===== src/design/fcce_ram.sv =====
// Generic single-write, single-read RAM with registered read data.
module fcce_ram #(
  parameter int WIDTH = 32,
  parameter int DEPTH = 16
) (
  input  logic                     clk,
  input  logic                     we,
  input  logic [$clog2(DEPTH)-1:0] waddr,
  input  logic [WIDTH-1:0]         wdata,
  input  logic [$clog2(DEPTH)-1:0] raddr,
  output logic [WIDTH-1:0]         rdata
);

  logic [WIDTH-1:0] mem [DEPTH];

  always_ff @(posedge clk) begin
    if (we) begin
      mem[waddr] <= wdata;
    end
    rdata <= mem[raddr];
  end

endmodule


===== config.mk =====
export PLATFORM = sky130hd
export DESIGN_NAME = fcce_ram
export DESIGN_NICKNAME = d
export VERILOG_FILES = /design/src/design/fcce_ram.sv
export SDC_FILE = /design/constraint.sdc
export NUM_CORES = 1
export LEC_CHECK = 0
export BUFFER_PORTS_ARGS = -buffer_cell sky130_fd_sc_hd__buf_2
export CORE_ASPECT_RATIO = 0.7
export CORE_MARGIN = 1.5
export CORE_UTILIZATION = 61
export CTS_CLUSTER_SIZE = 8
export DETAILED_ROUTE_END_ITERATION = 10
export GPL_TIMING_DRIVEN = 1
export PLACE_DENSITY_LB_ADDON = 0.15
export SLEW_MARGIN = 20
export SYNTH_ARGS = -nofsm -noshare
export SYNTH_HDL_FRONTEND = slang
export SYNTH_SLANG_ARGS = --single-unit
export TNS_END_PERCENT = 30

===== constraint.sdc =====
create_clock -name clk -period 3.98 [get_ports clk]
set_clock_uncertainty 0.2 [all_clocks]
set_input_delay 0.199 -clock clk [delete_from_list [all_inputs] [get_ports clk]]
set_output_delay 0.199 -clock clk [all_outputs]
set_load 0.01 [all_outputs]

==> results.py <==
metrics = {
    "sta": {
        "drv_slew": 0,
        "final_hold_viol_count": 0,
        "worst_pin_slew_ps": 975,
        "tns_ps": 0,
        "max_freq_ghz": 0.436,
        "fin_crit_ps": 2290,
        "slew_headroom_pct": 35.0,
        "rsz0062_at_grt": "false",
        "finalSetupViolations": 0,
        "timing.final.crit_share_pct": 57.6,
    },
    "finish": {
        "nNetsFinal": 1057,
        "final_common_cell": "edfxtp_1",
        "layout_common_cells": "edfxtp_1 (512), mux4_2 (128), clkbuf_16 (80), buf_2 (71), a22oi_1 (64)",
        "nFillCells": 1787,
        "synthToLayoutAreaGrowth_pct": 18.8,
        "drive_gt1_share_pct": 31.7,
        "antenna_cells": 0,
        "instances_no_fill": 1497,
    },
    "clock_tree": {
        "root_buffer": "clkbuf_16",
        "clock_path_buffers": 3,
        "cts_setup_buffers": 0,
        "cts_tree": "done",
        "insertion_delay_ps": 580,
        "path_clk_slew_ps": 50,
        "clock_sinks": 544,
        "htreeDepth": 3,
        "cts_resized": 0,
        "cts_hold_buf": 34,
        "cts_buffers": 77,
    },
    "critical_path": {
        "start_kind": "primary input",
        "crit_arrival_ps": 2360,
        "endpoint_kind": "flip-flop",
        "path_class": "in -> reg",
        "cpPeakStageDelay_ps": 700,
        "crit_path_max_fanout": 21,
        "crit_buf_inv": 3,
        "crit_start": "waddr[0]",
        "cp_slowest_cell": "nor2_4",
        "crit_required_ps": 4040,
        "regToRegStartpoint": "mem[0][2]$_DFFE_PP_",
        "crit_chain": "dlygate4sd3_1, buf_2, nand2b_1, nor2_4, buf_4",
        "crit_family": "buffers and inverters",
    },
    "global_route": {
        "grt_overflow": 0,
        "grt_usage_pct": 26.3,
        "grt_max_degree": 41,
        "grt_pass1_wl_mm": 62.8,
        "grt_pass1_vias": 9891,
        "antenna_found_initial": 0,
    },
    "synth": {
        "muxShareOfSynthArea_pct": 14.5,
        "yosys_warnings": 0,
        "seq_area_frac_synth_pct": 80.7,
        "synth_cell_type_count": 18,
        "synth-simple-area-share_pct": 1.27,
        "synth_cells": 838,
        "syn-cell-area_um2": 19900,
        "synth_xor_area_share_pct": 0,
        "synth.net_count": 880,
        "avgSynthCellArea_um2": 23.7,
        "synth_top_family_by_area": "multiplexers",
        "synth_compound_area_share_pct": 2.42,
        "ys_ff_latch": 544,
        "synthAdderAreaFrac_pct": 0,
    },
    "detailed_routing": {
        "drt_iter0_markers": 1062,
        "vias": 9446,
        "drc": 0,
        "via_per_inst": 6.31,
        "totalWireLength_mm": 42.0,
        "dr.pass1.iters": 5,
        "post_drt_wl_per_cell_um": 28.1,
        "antenna_left": 0,
    },
    "flow_run": {
        "drv_cap": 0,
    },
    "floorplanning": {
        "initial_utilization_pct": 61.6,
        "io_pins": 74,
        "row_count": 55,
        "die_w_um": 219,
        "dieHeight_um": 154,
        "core_um2": 32200,
        "dieArea_um2": 33700,
    },
    "placed_design": {
        "portBuffers": 73,
        "dpl.cell_count": 1327,
        "dp_hpwl_mm": 22.2,
        "gp_congestion": 0.787,
    },
    "power": {
        "power_leakage_nw": 7.74,
        "fin_total_pwr_mw": 13.0,
        "p_per_area_nw_per_um2": 551,
        "vdd_ir_drop_max_mv": 0.342,
    },
    "hold_path": {
        "hold_path_class": "in -> reg",
        "hold_start": "raddr[3]",
    },
    "outcome": {
        "status": "completed",
    },
}
## flip-flops by register name (all words and copies together) (netlist names)
register,flops
rdata,32
mem,512
## power by group
group	internal, mW	total, mW	switching (mW)	leakage (nW)
Sequential	6.42	6.46	0.0408	4.89
Clock	3.71	5.94	2.23	1.07
Combinational	0.259	0.603	0.345	1.78
Total	10.4	13.0	2.62	7.74
## worst min-delay path, stage by stage
cell and delay, ps:
buf_2 170, nor2_4 110, a22oi_1 200, nand2_1 70
## worst paths after layout
check | to | slack, ps | cells after the start
max reg2reg | rdata[2]$_DFF_P_ | 2300 | 3
min | rdata[6]$_DFF_P_ | 40 | 4
max | mem[2][24]$_DFFE_PP_ | 1690 | 5
min reg2reg | rdata[29]$_DFF_P_ | 470 | 3
## cells by family (layout without fill, tap and decap cells)
group / Yosys count / in the layout
flops: 544 / 544
mux: 128 / 128
compound gates: 64 / 64
simple gates: 59 / 59
buf+inv: 43 / 275
## layout make-up
type                            instances  area (µm²)  share of cell area (%)
Tap cell                              427         534                    2.27
Sequential cell                       544       16000                    67.9
Clock inverter                          4        42.5                   0.180
Multi-Input combinational cell        251        3750                    15.9
Timing Repair Buffer                  141        1060                    4.48
Clock buffer                          130        2190                    9.28
## per-layer routing
metal	share of wire (%)	wire length (µm)	GRT usage, %	vias to the layer above
met1	42	17700	39.3	5011
met2	47	19800	39.6	418
li1	-	-	-	3945
met4	2.0	851	7.59	0
met3	8.6	3630	6.01	72
met5	0	0	0	-
## synth_stat cells
cell type	number	area [µm²]
dfxtp_1	32	641
nand3_1	1	5.00
nand2_1	33	124
buf_4	11	82.6
and2_1	1	6.26
buf_1	9	33.8
clkbuf_1	17	63.8
nor2_1	13	48.8
nor3_1	4	20.0
buf_2	4	20.0
edfxtp_1	512	15400
nand3b_1	2	15.0
nor2b_1	2	12.5
nand2b_1	2	12.5
buf_6	2	22.5
mux4_2	128	2880
a22oi_1	64	480
or3b_2	1	8.76
## metrics by stage
step           util (%)  instance area (µm²)  setup WS (ps)  hold slack, ps
3_5_place_dp       65.1                21000           1440             387
5_1_grt            73.2                23600           1630            53.2
4_1_cts            73.1                23500           1730            17.9
6_report           73.2                23600           1690            35.2
3_3_place_gp       64.9                20900           1520             359
2_1_floorplan         -                19900            401            97.9
(Power assumes the default switching activity.)
