--- src/design/fcce_pkg.sv ---
// Types and constants of the cluster chain engine.
package fcce_pkg;

  localparam logic [31:0] EOC_MARK   = 32'h0FFF_FFF8;
  localparam logic [31:0] FIRST_DATA = 32'd2;

  localparam logic [2:0] OP_WRITE  = 3'd0;
  localparam logic [2:0] OP_READ   = 3'd1;
  localparam logic [2:0] OP_LAST   = 3'd2;
  localparam logic [2:0] OP_FREE   = 3'd3;
  localparam logic [2:0] OP_APPEND = 3'd4;
  localparam logic [2:0] OP_COUNT  = 3'd5;
  localparam logic [2:0] OP_SEEK   = 3'd6;

  localparam logic [2:0] ST_OK     = 3'd0;
  localparam logic [2:0] ST_END    = 3'd1;
  localparam logic [2:0] ST_NOFREE = 3'd2;
  localparam logic [2:0] ST_LOOP   = 3'd3;
  localparam logic [2:0] ST_RANGE  = 3'd4;

  localparam int CFG_INDEX_W = 1;
  localparam int CFG_DATA_W  = 17;

  localparam logic [CFG_INDEX_W-1:0] REG_ENTRY_COUNT   = 1'd0;
  localparam logic [CFG_INDEX_W-1:0] REG_CLUSTER_SHIFT = 1'd1;

  localparam logic [16:0] ENTRY_COUNT_RST   = 17'h1_0000;
  localparam logic [4:0]  CLUSTER_SHIFT_RST = 5'd12;
  localparam logic [4:0]  SHIFT_MIN         = 5'd9;
  localparam logic [4:0]  SHIFT_MAX         = 5'd16;

  typedef struct packed {
    logic [2:0]  opcode;
    logic [31:0] cluster;
    logic [31:0] entry_value;
    logic [31:0] byte_offset;
  } req_t;

  typedef struct packed {
    logic [31:0] result_cluster;
    logic [15:0] offset_in_cluster;
    logic [16:0] link_count;
    logic [2:0]  status;
  } rsp_t;

  typedef struct packed {
    logic [16:0] entry_count;
    logic [4:0]  cluster_shift;
  } cfg_t;

endpackage

--- src/design/fcce_ctrl.sv ---
// Sequencer for table access, chain walks, free search and the result register.
module fcce_ctrl #(
  parameter int TABLE_DEPTH = 65536
) (
  input  logic                           clk,
  input  logic                           rst,
  input  fcce_pkg::cfg_t                 cfg,
  input  logic                           req_valid,
  output logic                           req_stall,
  input  fcce_pkg::req_t                 req,
  output logic                           rsp_valid,
  input  logic                           rsp_stall,
  output fcce_pkg::rsp_t                 rsp,
  output logic [$clog2(TABLE_DEPTH)-1:0] ram_raddr,
  input  logic [31:0]                    ram_rdata,
  output logic                           ram_we,
  output logic [$clog2(TABLE_DEPTH)-1:0] ram_waddr,
  output logic [31:0]                    ram_wdata
);

  localparam int AW = $clog2(TABLE_DEPTH);
  localparam int NW = $clog2(TABLE_DEPTH + 1);
  localparam logic [31:0] DEPTH_W = 32'(TABLE_DEPTH);

  typedef enum logic [3:0] {
    CLEAR, IDLE, READ, WALK_LAST, FREE, APPEND_WR, WALK_COUNT, WALK_SEEK, FINISH
  } state_t;

  state_t         state, state_next;
  logic [2:0]     op, op_next;
  logic [31:0]    cur, cur_next;
  logic [31:0]    rem, rem_next;
  logic [NW-1:0]  links, links_next;
  logic [NW-1:0]  idx, idx_next;
  logic [AW-1:0]  last, last_next;
  logic [31:0]    res, res_next;
  logic [2:0]     st, st_next;
  fcce_pkg::rsp_t rsp_next;

  logic [4:0]    shift;
  logic [31:0]   csize;
  logic          out_free;
  logic          req_oor, req_eoc;
  logic          rd_oor, rd_eoc;
  logic [NW-1:0] links_inc, idx_inc;
  logic [31:0]   rem_dec;
  logic          free_end;

  always_comb begin
    if (cfg.cluster_shift < fcce_pkg::SHIFT_MIN) begin
      shift = fcce_pkg::SHIFT_MIN;
    end else if (cfg.cluster_shift > fcce_pkg::SHIFT_MAX) begin
      shift = fcce_pkg::SHIFT_MAX;
    end else begin
      shift = cfg.cluster_shift;
    end
  end

  assign csize     = 32'd1 << shift;
  assign out_free  = !rsp_valid || !rsp_stall;
  assign req_stall = (state != IDLE);
  assign req_oor   = (req.cluster >= DEPTH_W);
  assign req_eoc   = (req.cluster >= fcce_pkg::EOC_MARK);
  assign rd_oor    = (ram_rdata >= DEPTH_W);
  assign rd_eoc    = (ram_rdata >= fcce_pkg::EOC_MARK);
  assign links_inc = links + NW'(1);
  assign idx_inc   = idx + NW'(1);
  assign rem_dec   = rem - csize;
  assign free_end  = (32'(idx) >= DEPTH_W) || (32'(idx) >= 32'(cfg.entry_count));

  always_comb begin
    state_next = state;
    op_next    = op;
    cur_next   = cur;
    rem_next   = rem;
    links_next = links;
    idx_next   = idx;
    last_next  = last;
    res_next   = res;
    st_next    = st;
    ram_we     = 1'b0;
    ram_waddr  = cur[AW-1:0];
    ram_wdata  = '0;
    ram_raddr  = cur[AW-1:0];

    unique case (state)
      CLEAR: begin
        ram_we    = 1'b1;
        ram_waddr = idx[AW-1:0];
        idx_next  = idx_inc;
        if (32'(idx) == DEPTH_W - 32'd1) begin
          state_next = IDLE;
        end
      end
      IDLE: begin
        if (req_valid) begin
          op_next    = req.opcode;
          cur_next   = req.cluster;
          rem_next   = req.byte_offset;
          links_next = '0;
          idx_next   = NW'(fcce_pkg::FIRST_DATA);
          res_next   = '0;
          st_next    = fcce_pkg::ST_OK;
          ram_raddr  = req.cluster[AW-1:0];
          state_next = FINISH;
          unique case (req.opcode)
            fcce_pkg::OP_WRITE: begin
              if (req_oor) begin
                st_next = fcce_pkg::ST_RANGE;
              end else begin
                ram_we    = 1'b1;
                ram_waddr = req.cluster[AW-1:0];
                ram_wdata = req.entry_value;
              end
            end
            fcce_pkg::OP_READ: begin
              if (req_oor) begin
                st_next = fcce_pkg::ST_RANGE;
              end else begin
                state_next = READ;
              end
            end
            fcce_pkg::OP_LAST, fcce_pkg::OP_APPEND: begin
              if (req.cluster < fcce_pkg::FIRST_DATA || req_eoc) begin
                st_next = fcce_pkg::ST_END;
              end else if (req_oor) begin
                st_next = fcce_pkg::ST_RANGE;
              end else begin
                state_next = WALK_LAST;
              end
            end
            fcce_pkg::OP_FREE: begin
              ram_raddr  = AW'(fcce_pkg::FIRST_DATA);
              state_next = FREE;
            end
            fcce_pkg::OP_COUNT: begin
              if (!req_eoc) begin
                if (req_oor) begin
                  st_next = fcce_pkg::ST_RANGE;
                end else begin
                  state_next = WALK_COUNT;
                end
              end
            end
            fcce_pkg::OP_SEEK: begin
              if (req_eoc) begin
                st_next = fcce_pkg::ST_END;
              end else if (req_oor) begin
                st_next = fcce_pkg::ST_RANGE;
              end else if (req.byte_offset < csize) begin
                res_next = req.cluster;
              end else begin
                state_next = WALK_SEEK;
              end
            end
            default: begin
            end
          endcase
        end
      end
      READ: begin
        res_next   = ram_rdata;
        state_next = FINISH;
      end
      WALK_LAST: begin
        if (rd_eoc) begin
          last_next = cur[AW-1:0];
          if (op == fcce_pkg::OP_APPEND) begin
            ram_raddr  = AW'(fcce_pkg::FIRST_DATA);
            state_next = FREE;
          end else begin
            res_next   = cur;
            state_next = FINISH;
          end
        end else if (32'(links) >= DEPTH_W) begin
          st_next    = fcce_pkg::ST_LOOP;
          state_next = FINISH;
        end else begin
          links_next = links_inc;
          cur_next   = ram_rdata;
          ram_raddr  = ram_rdata[AW-1:0];
          if (rd_oor) begin
            st_next    = fcce_pkg::ST_RANGE;
            state_next = FINISH;
          end
        end
      end
      FREE: begin
        if (free_end) begin
          st_next    = fcce_pkg::ST_NOFREE;
          state_next = FINISH;
        end else if (ram_rdata == 32'd0) begin
          res_next = 32'(idx);
          if (op == fcce_pkg::OP_APPEND) begin
            ram_we     = 1'b1;
            ram_waddr  = last;
            ram_wdata  = 32'(idx);
            state_next = APPEND_WR;
          end else begin
            state_next = FINISH;
          end
        end else begin
          idx_next  = idx_inc;
          ram_raddr = idx_inc[AW-1:0];
        end
      end
      APPEND_WR: begin
        ram_we     = 1'b1;
        ram_waddr  = res[AW-1:0];
        ram_wdata  = fcce_pkg::EOC_MARK;
        state_next = FINISH;
      end
      WALK_COUNT: begin
        links_next = links_inc;
        cur_next   = ram_rdata;
        ram_raddr  = ram_rdata[AW-1:0];
        if (rd_eoc) begin
          state_next = FINISH;
        end else if (rd_oor) begin
          st_next    = fcce_pkg::ST_RANGE;
          state_next = FINISH;
        end else if (32'(links_inc) >= DEPTH_W) begin
          st_next    = fcce_pkg::ST_LOOP;
          state_next = FINISH;
        end
      end
      WALK_SEEK: begin
        links_next = links_inc;
        cur_next   = ram_rdata;
        rem_next   = rem_dec;
        ram_raddr  = ram_rdata[AW-1:0];
        if (rd_eoc) begin
          st_next    = fcce_pkg::ST_END;
          state_next = FINISH;
        end else if (rd_oor) begin
          st_next    = fcce_pkg::ST_RANGE;
          state_next = FINISH;
        end else if (rem_dec < csize) begin
          res_next   = ram_rdata;
          state_next = FINISH;
        end else if (32'(links_inc) >= DEPTH_W) begin
          st_next    = fcce_pkg::ST_LOOP;
          state_next = FINISH;
        end
      end
      FINISH: begin
        if (out_free) begin
          state_next = IDLE;
        end
      end
      default: begin
        state_next = CLEAR;
      end
    endcase
  end

  always_comb begin
    rsp_next.result_cluster    = res;
    rsp_next.status            = st;
    rsp_next.offset_in_cluster = '0;
    rsp_next.link_count        = '0;
    if (op == fcce_pkg::OP_SEEK && st == fcce_pkg::ST_OK) begin
      rsp_next.offset_in_cluster = rem[15:0];
    end
    if (op == fcce_pkg::OP_COUNT || op == fcce_pkg::OP_SEEK) begin
      rsp_next.link_count = 17'(links);
    end
  end

  always_ff @(posedge clk) begin
    if (rst) begin
      state     <= CLEAR;
      idx       <= '0;
      rsp_valid <= 1'b0;
    end else begin
      state <= state_next;
      idx   <= idx_next;
      if (rsp_valid && !rsp_stall) begin
        rsp_valid <= 1'b0;
      end
      if (state == FINISH && out_free) begin
        rsp_valid <= 1'b1;
        rsp       <= rsp_next;
      end
    end
    op    <= op_next;
    cur   <= cur_next;
    rem   <= rem_next;
    links <= links_next;
    last  <= last_next;
    res   <= res_next;
    st    <= st_next;
  end

endmodule

--- config.mk ---
export PLATFORM = sky130hd
export DESIGN_NAME = fcce_ctrl
export DESIGN_NICKNAME = d
export VERILOG_FILES = /design/src/design/fcce_pkg.sv /design/src/design/fcce_ctrl.sv
export SDC_FILE = /design/constraint.sdc
export NUM_CORES = 1
export LEC_CHECK = 0
export BUFFER_PORTS_ARGS = -buffer_cell sky130_fd_sc_hd__buf_2
export CAP_MARGIN = 10
export CORE_MARGIN = 5
export CORE_UTILIZATION = 40
export DETAILED_ROUTE_END_ITERATION = 16
export PLACE_DENSITY_LB_ADDON = 0.25
export SETUP_SLACK_MARGIN = 0.3
export SLEW_MARGIN = 20
export SYNTH_ARGS = -nofsm -noshare
export SYNTH_HDL_FRONTEND = slang
export SYNTH_SLANG_ARGS = --single-unit
export TNS_END_PERCENT = 20
--- constraint.sdc ---
create_clock -name clk -period 16.22 [get_ports clk]
set_input_delay 1.622 -clock clk [delete_from_list [all_inputs] [get_ports clk]]
set_output_delay 1.622 -clock clk [all_outputs]
set_load 0.03 [all_outputs]
==> Implementation_results.wiki <==
{| class="wikitable"
! Metric !! Value
|-
| Endpoint of the worst register-to-register path || res[25]
|-
| Series of cell instances along the critical path || buf_2 > nor4_1 > nand4_2 > nor2_1 > and3_1 > buf_4 > and2_1 > a221o_1 > buf_2
|-
| Starting density of the core || 40.3%
|-
| Port bufs || 291
|-
| Final core utilization || between 40% and 50%
|-
| Hold violation total from the final report || 0
|-
| Lkg Pwr || 7.79 nW
|-
| Worst Setup Slack, final || 9.33 ns
|-
| Share of cell area taken by muxes after synthesis || ~2.6%
|-
| Peak clock frequency supported by timing || 145 MHz
|-
| Average wire per standard cell || 21.5 um
|-
| Clock latency at the later pin of the worst-skew pair || 0.56 ns
|-
| Cell with the most instances on the worst path || buf_2
|-
| Transition time of the tightest slew-check pin || 1.17 ns
|-
| Setup Viol. Count Final || 0
|-
| Number of buffers on the longest clock path || 3
|-
| Pre-CTS worst setup slack || 9.18 ns
|-
| Crit path capture || ram_wdata[7]
|-
| CTS HTree Levels || 1
|-
| Worst-path clk slew || 0.06 ns
|-
| Most common library cell in the layout ignoring fill and taps || buf_2
|-
| Die height || roughly 200 um
|-
| Core footprint || 37400 um^2
|-
| Total clock sinks || 225
|-
| DRT Pass-1 Iters || 7
|-
| Standard cell area after detailed placement || 17300 um^2
|-
| Syn avg cell area || 9.81 um^2
|-
| Outcome || finished, final reports clean
|-
| Critical path fanouts, max || 29
|-
| Largest net degree at the start of global routing || 50
|-
| Count of instances resized after the clock tree is built || 0
|-
| Global-route usage over all layers || 23.7%
|-
| CP max stage cell || and2_1
|-
| Reg-to-reg startpoint || rem[11]
|-
| Crit path largest cell delay || 0.86 ns
|-
| Share of synthesized area occupied by flip-flops and latches || 43.4%
|-
| Total count of max-transition violations in the final report || 0
|-
| Total Negative Setup Slacks || 0 ns
|-
| Die X-Extent || around 200 um
|-
| Post-route DRC || 0
|-
| Max-capacitance violation count || 0
|-
| Inserted Diodes || 0
|-
| Share of async-settable or async-resettable flops after synthesis || 0%
|-
| Area share of and/or/nand/nor cells after synthesis || around 18%
|-
| Critical Path Source Type || primary input
|-
| Setup slack on the worst flop-to-flop path || approximately 11 ns
|-
| Buffers and inverters on the worst path || 3
|-
| Total wire length || 51600 um
|-
| Area Growth Syn to Fin || 20.4%
|-
| Crit share post-route || a little over two fifths
|-
| Share of cells above drive strength 1 || 21.7%
|-
| Worst slew margin || approximately a fifth
|-
| Vias || 14000
|-
| Number of warnings reported in the yosys synthesis log || 0
|-
| Count of routing violations after the opening detailed-route iteration || 1308
|-
| Worst setup path category || primary input to output pin
|-
| Synthesized-area fraction occupied by ao, oa, aoi and oai cells || 19.9%
|-
| Detailed placer's ending HPWL || approximately 37000 um
|-
| Tmin final || 6.89 ns
|-
| Weighted congestion reported at the end of routability-driven placement || between 0.9 and 1
|-
| Syn Inst Count || 1537
|-
| First-pass GRT wire length || a little under 80000 um
|-
| Dominant synthesized flop cell || edfxtp_1
|-
| Total Die Area || 41700 um^2
|-
| Final clock skew || 0.0190 ns
|-
| Data arrival time of the critical path || 5.27 ns
|-
| Total chip power || 1.33 mW
|-
| Final instance area || around 18000 um^2
|-
| XOR/XNOR share of the synthesized area || approximately 3.4%
|-
| Number of antenna violations at the first check in global routing || 0
|-
| Critical Path Start || req[95]
|-
| Power Density || 73.4 nW/um^2
|-
| Number of core rows || 71
|-
| Antenna viol nets, final || 0
|-
| Clock root buffer || clkbuf_16
|-
| Number of global-route vias before repair || ~14000
|-
| Flip-flop and latch count after synthesis || 225
|-
| Via density || between 5 and 6
|-
| Post-CTS Setup Inserts || 0
|-
| I/O Pins || 292
|-
| Post-layout net count || 2141
|-
| Syn Std Cell Area || between 15000 and 20000 um^2
|-
| Setup repair after global routing missed its margin || false
|-
| Worst IR drop on VDD || 0.0000628 V
|-
| Leftover overflow at the end of global routing || 0
|-
| Main combinational cell family by area after synthesis || compound AO/OA/AOI/OAI gates
|-
| Family with the most delay on the worst path || simple AND/OR/NAND/NOR gates
|-
| Most frequent cells in the layout || 291 x buf_2, 256 x nand2_1, 203 x edfxtp_1
|-
| CTS Hold Bufs || 0
|-
| Critical Path End Type || output pin
|-
| TritonCTS clock tree || done
|-
| CP required || 14.60 ns
|-
| Total stage count of the critical path || 9
|-
| Clock buffers created by TritonCTS || 26
|-
| Number of enable-type register cells in the synthesized netlist || 203
|-
| Worst reg-to-reg path cell count || 16
|-
| Distinct cell type count after synthesis || between 80 and 90
|-
| Post-synthesis share of cell area spent on full adders, half adders and majority gates || 9.76%
|-
| Min-Delay Path Class || flip-flop to flip-flop
|}
flip-flops by register name (all words and copies together) (netlist names):
| signal | count |
|---|---|
| last | 16 |
| idx | 17 |
| res | 32 |
| links | 17 |
| rsp_valid | 1 |
| st | 3 |
| rsp | 68 |
| cur | 32 |
| rem | 32 |
| state | 4 |
| op | 3 |
area by class of cell:
class	count	area (um^2)
fill	3598	19300
multi-input combinational	1260	8400
tap	511	639
clock buffer	39	731
timing repair buffer	312	1620
clock inverter	7	68.8
sequential	225	6540
inverter	42	158
through the flow:
| step | instances | hold WS, ns |
|---|---|---|
| after floorplan | 1606 | 0.400 |
| after global placement | 2349 | 0.401 |
| after detailed placement | 2349 | 0.405 |
| after CTS | 2395 | 0.416 |
| after global routing | 2396 | 0.423 |
| final | 2396 | 0.416 |
cells by family after synthesis:
family / after synthesis
multiplexers: 35
AO/OA/AOI/OAI: 415
other: 2
adder cells (fa/ha/maj): 117
flip-flops: 225
XOR/XNOR: 59
buffers and inverters: 121
AND/OR/NAND/NOR: 563
worst min path at each step:
stage	from	to	slack, ns	cells past startpoint
global placement	res[17]	rsp[53]	0.40	0
floorplan	res[16]	rsp[52]	0.40	0
global route	res[17]	rsp[53]	0.42	0
detailed placement	res[30]	rsp[66]	0.40	0
CTS	res[17]	rsp[53]	0.42	0
finish	res[17]	rsp[53]	0.42	0
report_power, final:
| part | total (mW) | switching, mW | internal (mW) |
|---|---|---|---|
| registers | 0.628 | 0.00231 | 0.626 |
| clock network | 0.568 | 0.243 | 0.326 |
| logic | 0.135 | 0.0781 | 0.0570 |
| total | 1.33 | 0.323 | 1.01 |
layer usage:
layer	vias up	share of wire, %	track usage (%)
li1	6441	-	-
met2	646	48	40.3
met5	-	0	0
met1	6781	40	30.9
met4	0	2.8	6.99
met3	92	8.6	4.41
Yosys cell counts (5+ instances only):
| cell type | n | area share (%) |
|---|---|---|
| edfxtp_1 | 203 | 40 |
| a21oi_1 | 102 | 3.4 |
| nand2_1 | 257 | 6.4 |
| o221ai_1 | 5 | 0.29 |
| o21bai_1 | 5 | 0.25 |
| nand2b_1 | 10 | 0.41 |
| o211ai_1 | 16 | 0.80 |
| inv_1 | 40 | 1.0 |
| and2_1 | 20 | 0.83 |
| a2bb2oi_1 | 17 | 0.99 |
| o21a_1 | 11 | 0.55 |
| xnor2_1 | 37 | 2.1 |
| nor2_1 | 76 | 1.9 |
| nor3_1 | 25 | 0.83 |
| nor2b_1 | 15 | 0.62 |
| mux2i_1 | 7 | 0.46 |
| nand4_1 | 34 | 1.4 |
| and3_1 | 35 | 1.5 |
| a222oi_1 | 31 | 2.1 |
| nor4_1 | 22 | 0.91 |
| o21ai_1 | 5 | 0.17 |
| buf_1 | 5 | 0.12 |
| a21o_1 | 54 | 2.7 |
| ha_1 | 116 | 9.6 |
| xor2_1 | 22 | 1.3 |
| or2_2 | 6 | 0.25 |
| a22o_1 | 24 | 1.4 |
| buf_2 | 15 | 0.50 |
| nor3b_1 | 6 | 0.30 |
| dfxtp_1 | 22 | 2.9 |
| mux2_2 | 27 | 2.0 |
| a211oi_1 | 9 | 0.45 |
| o21ai_0 | 53 | 1.8 |
| or3_1 | 7 | 0.29 |
| nand3_1 | 34 | 1.1 |
| a221o_1 | 30 | 2.0 |
| clkbuf_1 | 57 | 1.4 |
Note: power is estimated with default switching activity, not from simulation.
